## config.mk

```make
export PLATFORM = sky130hd
export DESIGN_NAME = websocket_frame_deframer_unit
export DESIGN_NICKNAME = d
export VERILOG_FILES = /design/src/hw/rtl/wsfd_pkg.sv /design/src/hw/rtl/wsfd_parser.sv /design/src/hw/rtl/websocket_frame_deframer_unit.sv
export VERILOG_INCLUDE_DIRS = /design/src /design/src/hw/rtl
export SDC_FILE = /design/constraint.sdc
export NUM_CORES = 1
export LEC_CHECK = 0
export BUFFER_PORTS_ARGS = -buffer_cell sky130_fd_sc_hd__buf_2
export CAP_MARGIN = 40
export CORE_MARGIN = 5
export CORE_UTILIZATION = 38
export CTS_CLUSTER_DIAMETER = 100
export DETAILED_ROUTE_END_ITERATION = 8
export PLACE_DENSITY_LB_ADDON = 0.25
export SLEW_MARGIN = 40
export SYNTH_ARGS = -nofsm -noshare
export SYNTH_HDL_FRONTEND = slang
export SYNTH_SLANG_ARGS = --single-unit
```

## constraint.sdc

```tcl
create_clock -name clock -period 8.7 [get_ports clock]
set_input_delay 1.305 -clock clock [delete_from_list [all_inputs] [get_ports clock]]
set_output_delay 1.305 -clock clock [all_outputs]
set_load 0.005 [all_outputs]
```

## src/hw/rtl/websocket_frame_deframer_unit_assert.svh

```systemverilog
// Assertion macros shared by the WebSocket deframer RTL.
// Depends on nothing; the including module supplies clock and reset names.
`ifndef WEBSOCKET_FRAME_DEFRAMER_UNIT_ASSERT_SVH
`define WEBSOCKET_FRAME_DEFRAMER_UNIT_ASSERT_SVH

// Consequent must hold in the same cycle as the antecedent.
`define WSFD_ASSERT_SAME(label, clk, rst, ante, cons, msg) \
   label: assert property (@(posedge clk) disable iff (rst) (ante) |-> (cons)) \
      else $error(msg);

// Consequent must hold in the cycle after the antecedent.
`define WSFD_ASSERT_NEXT(label, clk, rst, ante, cons, msg) \
   label: assert property (@(posedge clk) disable iff (rst) (ante) |=> (cons)) \
      else $error(msg);

`endif

```

## src/hw/rtl/wsfd_pkg.sv

```systemverilog
// Shared types and codes for the WebSocket frame deframer.
// No dependencies; imported by the parser and the top level.
`timescale 1ns / 1ps

package wsfd_pkg;

   localparam int ByteWidth = 8;
   localparam int KindWidth = 2;
   localparam int OpcodeWidth = 4;

   // Result kinds.
   localparam logic [KindWidth-1:0] KIND_HEADER  = 2'd0;
   localparam logic [KindWidth-1:0] KIND_PAYLOAD = 2'd1;
   localparam logic [KindWidth-1:0] KIND_EMPTY   = 2'd2;

   typedef struct packed {
      logic [KindWidth-1:0]   kind;
      logic [ByteWidth-1:0]   payload_byte;
      logic [OpcodeWidth-1:0] frame_opcode;
      logic                   frame_fin;
      logic                   last_in_frame;
   } result_type;

endpackage

```

## src/hw/rtl/wsfd_parser.sv

```systemverilog
// Frame parse state and the per-byte decode of the WebSocket deframer.
// Depends on wsfd_pkg.
`timescale 1ns / 1ps

module wsfd_parser
   import wsfd_pkg::*;
(
   input  logic                 clock,
   input  logic                 reset,
   input  logic                 step_en,
   input  logic [ByteWidth-1:0] data_byte,
   output result_type           result
);

   localparam logic [2:0] PH_FIRST   = 3'd0;
   localparam logic [2:0] PH_SECOND  = 3'd1;
   localparam logic [2:0] PH_EXTLEN  = 3'd2;
   localparam logic [2:0] PH_MASK    = 3'd3;
   localparam logic [2:0] PH_PAYLOAD = 3'd4;

   localparam logic [6:0] LEN_EXT16 = 7'd126;
   localparam logic [6:0] LEN_EXT64 = 7'd127;
   localparam logic [3:0] EXT16_BYTES = 4'd2;
   localparam logic [3:0] EXT64_BYTES = 4'd8;
   localparam logic [3:0] KEY_BYTES = 4'd4;

   logic [2:0]  phase_ff, phase_in;
   logic        fin_ff, fin_in;
   logic [3:0]  opcode_ff, opcode_in;
   logic        masked_ff, masked_in;
   logic [3:0]  left_ff, left_in;
   logic [63:0] remain_ff, remain_in;
   logic [31:0] key_ff, key_in;
   logic [1:0]  idx_ff, idx_in;

   logic [KindWidth-1:0] kind;
   logic [ByteWidth-1:0] pbyte;
   logic [ByteWidth-1:0] key_byte;
   logic                 len_done;
   logic                 hdr_done;
   logic                 zero_len;

   always_comb begin
      unique case (idx_ff)
         2'd0: key_byte = key_ff[31:24];
         2'd1: key_byte = key_ff[23:16];
         2'd2: key_byte = key_ff[15:8];
         default: key_byte = key_ff[7:0];
      endcase
   end

   always_comb begin
      phase_in  = phase_ff;
      fin_in    = fin_ff;
      opcode_in = opcode_ff;
      masked_in = masked_ff;
      left_in   = left_ff;
      remain_in = remain_ff;
      key_in    = key_ff;
      idx_in    = idx_ff;
      kind      = KIND_HEADER;
      pbyte     = '0;
      len_done  = 1'b0;
      hdr_done  = 1'b0;

      unique case (phase_ff)
         PH_SECOND: begin
            masked_in = data_byte[7];
            key_in    = '0;
            if (data_byte[6:0] == LEN_EXT16) begin
               remain_in = '0;
               left_in   = EXT16_BYTES;
               phase_in  = PH_EXTLEN;
            end else if (data_byte[6:0] == LEN_EXT64) begin
               remain_in = '0;
               left_in   = EXT64_BYTES;
               phase_in  = PH_EXTLEN;
            end else begin
               remain_in = {57'd0, data_byte[6:0]};
               len_done  = 1'b1;
            end
         end
         PH_EXTLEN: begin
            remain_in = {remain_ff[55:0], data_byte};
            left_in   = left_ff - 4'd1;
            len_done  = (left_in == 4'd0);
         end
         PH_MASK: begin
            key_in   = {key_ff[23:0], data_byte};
            left_in  = left_ff - 4'd1;
            hdr_done = (left_in == 4'd0);
         end
         PH_PAYLOAD: begin
            pbyte     = masked_ff ? (data_byte ^ key_byte) : data_byte;
            kind      = KIND_PAYLOAD;
            idx_in    = idx_ff + 2'd1;
            remain_in = remain_ff - 64'd1;
            if (remain_in == 64'd0) begin
               phase_in = PH_FIRST;
            end
         end
         default: begin
            // Unused phase codes also take the byte as a first header byte.
            fin_in    = data_byte[7];
            opcode_in = data_byte[3:0];
            phase_in  = PH_SECOND;
         end
      endcase

      // Once the length is known, a masked frame still has its key to read.
      if (len_done) begin
         if (masked_in) begin
            left_in  = KEY_BYTES;
            phase_in = PH_MASK;
         end else begin
            hdr_done = 1'b1;
         end
      end

      if (hdr_done) begin
         idx_in = '0;
         if (remain_in == 64'd0) begin
            phase_in = PH_FIRST;
            kind     = KIND_EMPTY;
         end else begin
            phase_in = PH_PAYLOAD;
         end
      end
   end

   assign zero_len = (remain_in == 64'd0);

   assign result.kind          = kind;
   assign result.payload_byte  = pbyte;
   assign result.frame_opcode  = opcode_in;
   assign result.frame_fin     = fin_in;
   assign result.last_in_frame = (kind == KIND_EMPTY) || ((kind == KIND_PAYLOAD) && zero_len);

   always_ff @(posedge clock) begin
      if (reset) begin
         phase_ff  <= PH_FIRST;
         fin_ff    <= 1'b0;
         opcode_ff <= '0;
         masked_ff <= 1'b0;
         left_ff   <= '0;
         remain_ff <= '0;
         key_ff    <= '0;
         idx_ff    <= '0;
      end else if (step_en) begin
         phase_ff  <= phase_in;
         fin_ff    <= fin_in;
         opcode_ff <= opcode_in;
         masked_ff <= masked_in;
         left_ff   <= left_in;
         remain_ff <= remain_in;
         key_ff    <= key_in;
         idx_ff    <= idx_in;
      end
   end

endmodule

```

## src/hw/rtl/websocket_frame_deframer_unit.sv

```systemverilog
// WebSocket receive-side frame deframer: one stream byte in, one result out per byte.
// The deframer sustains one byte per clock while the result side accepts: a request
// is captured in an input register, decoded combinationally against the frame state
// (including the 64-bit payload countdown and the 4-byte unmasking key), and the
// result is held in an output register. A new request is taken every cycle while
// the result side keeps accepting; when the result side stalls, one request
// waits in the input register and further requests are stalled. Depends on
// wsfd_pkg, wsfd_parser and websocket_frame_deframer_unit_assert.svh.
`timescale 1ns / 1ps
`include "websocket_frame_deframer_unit_assert.svh"

module websocket_frame_deframer_unit
   import wsfd_pkg::*;
(
   input  logic                   clock,
   input  logic                   reset,
   input  logic                   req_valid,
   output logic                   req_stall,
   input  logic [ByteWidth-1:0]   req_data_byte,
   output logic                   rsp_valid,
   input  logic                   rsp_stall,
   output logic [KindWidth-1:0]   rsp_kind,
   output logic [ByteWidth-1:0]   rsp_payload_byte,
   output logic [OpcodeWidth-1:0] rsp_frame_opcode,
   output logic                   rsp_frame_fin,
   output logic                   rsp_last_in_frame
);

   logic                 in_valid_ff, in_valid_in;
   logic [ByteWidth-1:0] in_byte_ff;
   logic                 out_valid_ff, out_valid_in;
   result_type           out_ff;
   result_type           step_result;
   logic                 advance;
   logic                 req_take;

   // A request moves to the result register when that register is free or draining.
   assign advance   = in_valid_ff && (!out_valid_ff || !rsp_stall);
   assign req_stall = in_valid_ff && !advance;
   assign req_take  = req_valid && !req_stall;

   assign in_valid_in  = req_take || (in_valid_ff && !advance);
   assign out_valid_in = advance || (out_valid_ff && rsp_stall);

   wsfd_parser u_parser (
      .clock     (clock),
      .reset     (reset),
      .step_en   (advance),
      .data_byte (in_byte_ff),
      .result    (step_result)
   );

   always_ff @(posedge clock) begin
      if (reset) begin
         in_valid_ff  <= 1'b0;
         out_valid_ff <= 1'b0;
      end else begin
         in_valid_ff  <= in_valid_in;
         out_valid_ff <= out_valid_in;
      end
   end

   always_ff @(posedge clock) begin
      if (req_take) begin
         in_byte_ff <= req_data_byte;
      end
      if (advance) begin
         out_ff <= step_result;
      end
   end

   assign rsp_valid         = out_valid_ff;
   assign rsp_kind          = out_ff.kind;
   assign rsp_payload_byte  = out_ff.payload_byte;
   assign rsp_frame_opcode  = out_ff.frame_opcode;
   assign rsp_frame_fin     = out_ff.frame_fin;
   assign rsp_last_in_frame = out_ff.last_in_frame;

   `WSFD_ASSERT_SAME(a_backpressure, clock, reset, in_valid_ff && out_valid_ff && rsp_stall, req_stall, "input register must hold while the result is stalled")
   `WSFD_ASSERT_SAME(a_payload_zero, clock, reset, rsp_valid && (rsp_kind != KIND_PAYLOAD), rsp_payload_byte == '0, "non-payload result carries a payload byte")
   `WSFD_ASSERT_SAME(a_empty_last, clock, reset, rsp_valid && (rsp_kind == KIND_EMPTY), rsp_last_in_frame, "empty frame result must end the frame")
   `WSFD_ASSERT_NEXT(a_no_drop, clock, reset, in_valid_ff && !advance, in_valid_ff, "pending request lost")

endmodule
```

Yosys cells after proc, flatten, opt, wreduce, memory -nomap -nowiden

Index checks and enable logic that the tools add are counted.

Bitwise logic cells: 1
Muxes and demuxes: 33
Equal/unequal tests: 10
Reduce and logical (&&, ||, !) cells: 23
Add/subtract/negate cells: 3

Operator list:

| cell                  | number |
|---|---|
| $pmux 64 s3           | 1 |
| $logic_not 64->1      | 2 |
| $mux 64               | 1 |
| $pmux 32 s2           | 1 |
| $sub 64x1->64 const B | 1 |
| $pmux 8 s3            | 1 |
| $mux 3                | 7 |
| $mux 4                | 5 |
| $eq 7x7->1 const B    | 2 |
| $pmux 3 s3            | 1 |
| $mux 1                | 8 |
| $mux 2                | 4 |
| $mux 8                | 1 |
| $pmux 4 s2            | 1 |
| $xor 8x8->8           | 1 |
| $mux 7                | 1 |
| $eq 3x2->1 const B    | 2 |
| $logic_and 1x1->1     | 5 |
| $eq 2x1->1 const B    | 2 |
| $eq 2x2->1 const B    | 2 |
| $logic_not 1->1       | 4 |
| $logic_not 4->1       | 1 |
| $logic_or 1x1->1      | 4 |
| $reduce_and 2->1      | 2 |
| other kinds (9)       | 10 |

Logic and storage cells: 86
Register bits: 137
Bits of input ports: 12
Output and inout bits: 18

Depth between registers and ports, before layout

Depth in word-level cells: 10
Depth in mapped cells: 15
Gate-level depth less buffers: 11

Cells and area by module

From an unflattened synthesis, not the netlist that was laid out.

Cell total of the unflattened synthesis: 1382
Area, all modules: 9938.3 um^2

By module, submodules not included:

| module                        | cells an instance | area each (um^2) | instances | sequential area each (um^2) |
|---|---|---|---|---|
| wsfd_parser                   | 1348              | 9131.3           | 1         | 2222.1 |
| websocket_frame_deframer_unit | 34                | 807.0            | 1         | 760.7 |

Worst setup path after synthesis

No wires, ideal clock.

Path kind: register -> register
Start point: reg u_parser.remain_ff[0]
End point: reg out_ff, in the netlist rsp_last_in_frame, data pin
Path buffers: 2
Data required time: 8.551 ns
Setup time: 0.149 ns
Data arrival time: 3.619 ns
Cell stages (with the launch flop): 14
Slack: 4.931 ns
Clock period less this slack: 3.769 ns
Path through: dfxtp_1 > clkbuf_1 > inv_1 > ha_1 > nor3b_2 > nand4_1 > or2_0 > buf_2 > or3_4 > a31o_1 > or4_1 > or4_1 > or3_1 > nor3b_2

RTL lines:

| element                | RTL line                            | RTL |
|---|---|---|
| from (decl)            | wsfd_parser.sv:32                   | `logic [63:0] remain_ff, remain_in;` |
| from (signal assigned) | wsfd_parser.sv:155                  | `remain_ff <= remain_in;` |
| to (signal assigned)   | websocket_frame_deframer_unit.sv:68 | `out_ff <= step_result;` |
| to (decl)              | websocket_frame_deframer_unit.sv:32 | `result_type out_ff;` |

==> results_dict.tcl <==
set metrics [dict create \
    status "completed" \
    ys_top_cells_by_count "nor2_1, nand2_1, clkbuf_1, dfxtp_1, a21oi_1" \
    worstSetupStartpointType "flip-flop" \
    layout-drive-gt1-share 0.101 \
    finalNetCount 1379 \
    worstSetupPathType "reg -> reg" \
    fin_tns_setup_ns 0 \
    synth_seq_cells 137 \
    tightest_slew_ns 0.905 \
    wl_per_cell_um 27.0 \
    syn-mean-instance-area_sq_um 7.20 \
    crit_path_end_kind "flip-flop" \
    clock_path_buffers 2 \
    grt_overflow 0 \
    drtIter0Drc 1907 \
    clk_latency_ns 0.45 \
    hp-class "reg -> reg" \
    drcViolationCount 0 \
    yosysTopAreaCell "dfxtp_1" \
    synth.area.top_cells "dfxtp_1, edfxtp_1, nor2_1" \
    place_congestion 1.03 \
    syn-instance-count 1438 \
    synth_most_common_cell "nor2_1" \
    postCtsResizedCells 0 \
    cts_buffers 17 \
    portBuffers 29 \
    dpl_cell_area_sq_um 10600 \
    cp.arrival_ns 5.02 \
    fin_crit_sh 0.545 \
    cts.sinks 137 \
    finish.instance_area_sq_um 11200 \
    ios 30 \
    pwr_density_cell_nw_per_um2 178 \
    critPathMaxFanout 67 \
    ctsHoldBuffers 0 \
    grt_usage 0.293 \
    cts_tree "built" \
    row_count 60 \
    cap_viol_max_count 0 \
    syn_nets 1458 \
    syn_area_sq_um 10400 \
    n_antenna_cell 0 \
    slew_headroom 0.391 \
    slew_violations 0 \
    core_sq_um 26900 \
    antenna_found_initial 0 \
    fill_cells 2793 \
    areaGrowthSynthToFinish_pct 8.08 \
    rsz0062_at_grt "no" \
    fin_cells 1713 \
    grt_first_pass_wirelength_mm 69.5 \
    ys_warn_count 0 \
    clk_pin_slew_ns 0.08 \
    firstDrtPassIters 7 \
    ys_types 87 \
    worstPathRequired_ns 8.98 \
    finalWirelength_mm 46.3 \
    viasPerCell 6.85 \
    vdd_drop_max_mv 0.126 \
    async_flop_share 0 \
    fmax_mhz 211 \
    finalSetupViolations 0 \
    synthFlopType "dfxtp_1" \
    antenna_left 0 \
    fp.dieH_um 175 \
    synth_edf_count 24 \
    cts-root-buf "clkbuf_16" \
    skew_ns 0.0134 \
    period_needed_ns 4.74 \
    synth_top_area_share 0.218 \
    cts_htree_levels 4 \
    die_w_um 175 \
    leakage_nw 3.83 \
    grt_max_degree 71 \
    postCtsSetupBuffers 0 \
    ys_seq_area_frac 0.288 \
    dieArea_sq_um 30700 \
    first_global_vias 10619 \
    initial_utilization 0.385 \
    dp_cells 1681 \
    place_hpwl_mm 31.3 \
    num_vias 11726 \
    hold_viol 0 \
]
[per-stage QoR]
step | worst slack, ns | utilization | hold WS [ns] | total power [mW]
after floorplan | 4.93 | - | 0.431 | 1.03
after global placement | 4.13 | 0.392 | 0.439 | 1.22
after detailed placement | 4.05 | 0.393 | 0.445 | 1.22
after CTS | 4.05 | 0.416 | 0.456 | 1.98
after global routing | 3.72 | 0.416 | 0.473 | 2.05
final | 3.96 | 0.416 | 0.454 | 1.99
[layer usage]
layer / track usage / part of all wire / up-vias
li1: - / - / 5185
met1: 0.400 / 0.41 / 5605
met5: 0 / 0 / -
met3: 0.0604 / 0.099 / 171
met2: 0.439 / 0.43 / 765
met4: 0.150 / 0.059 / 0
[flip-flops by register name, indices dropped and copies added (netlist names)]
register and flops:
u_parser.key_ff 32, u_parser.opcode_ff 4, rsp_frame_opcode 4, rsp_valid 1
in_byte_ff 8, rsp_payload_byte 8, u_parser.fin_ff 1, u_parser.masked_ff 1
rsp_kind 2, u_parser.idx_ff 2, rsp_frame_fin 1, u_parser.left_ff 4
u_parser.remain_ff 64, u_parser.phase_ff 3, rsp_last_in_frame 1, in_valid_ff 1
[report_power, final]
| group | switching (mW) | internal [mW] |
|---|---|---|
| logic | 0.358 | 0.163 |
| registers | 0.0426 | 0.664 |
| clock network | 0.369 | 0.391 |
[worst max-delay path, cell delays in order (launching register included)]
cell and delay (ns):
dfxtp_2 0.73, buf_4 0.71, xnor2_1 0.12, buf_4 0.25, o21ai_0 0.67, a31oi_1 0.17
a31oi_1 0.33, nor4b_1 0.45, nand4_1 0.22, or4_1 0.65, nor3_1 0.22
[cells in the final DEF, fill, tap and decap left out, types with 28 or more instances in the layout]
| master | instances |
|---|---|
| a211oi_1 | 29 |
| a21oi_1 | 105 |
| buf_2 | 28 |
| buf_4 | 31 |
| dfxtp_1 | 111 |
| nand2_1 | 156 |
| nand3_1 | 68 |
| nand4_1 | 41 |
| nor2_1 | 167 |
| nor3_1 | 59 |
| nor4_1 | 51 |
| o21ai_0 | 66 |
[kinds of logic (layout without fill, tap and decap cells)]
| logic type | count (synthesis) | count (layout) | synth area share |
|---|---|---|---|
| muxes | 19 | 19 | 0.0191 |
| adders and majority gates | 9 | 9 | 0.0106 |
| xor gates and xnor gates | 45 | 45 | 0.0381 |
| DFF | 137 | 137 | 0.288 |
| AOI/OAI and AO/OA | 368 | 368 | 0.239 |
| and+or+nand+nor | 677 | 677 | 0.335 |
| buffers and inverters | 183 | 117 | 0.0701 |
[layout make-up]
| type | instances | area, sq um | area share |
|---|---|---|---|
| inverters | 26 | 100 | 0.00894 |
| flip-flops and latches | 137 | 2990 | 0.267 |
| multi-input cells | 1118 | 6690 | 0.598 |
| well taps | 341 | 427 | 0.0381 |
| repair buffers | 59 | 373 | 0.0333 |
| clock buffers | 17 | 425 | 0.0380 |
| clock inverters | 15 | 191 | 0.0171 |
[path summary, 6_finish.rpt]
kind	startpoint	end	slack [ns]	depth (start not counted)
setup / recovery	u_parser.phase_ff[1]$_SDFFE_PP0P_	rsp_kind[1]$_DFFE_PP_	3.96	10
hold / removal	u_parser.key_ff[26]$_SDFFE_PP0P_	u_parser.key_ff[26]$_SDFFE_PP0P_	0.45	2
setup reg to reg	u_parser.phase_ff[1]$_SDFFE_PP0P_	rsp_kind[1]$_DFFE_PP_	3.96	10
hold reg to reg	u_parser.key_ff[26]$_SDFFE_PP0P_	u_parser.key_ff[26]$_SDFFE_PP0P_	0.45	2
No activity file was read; power rests on OpenSTA's default activity.
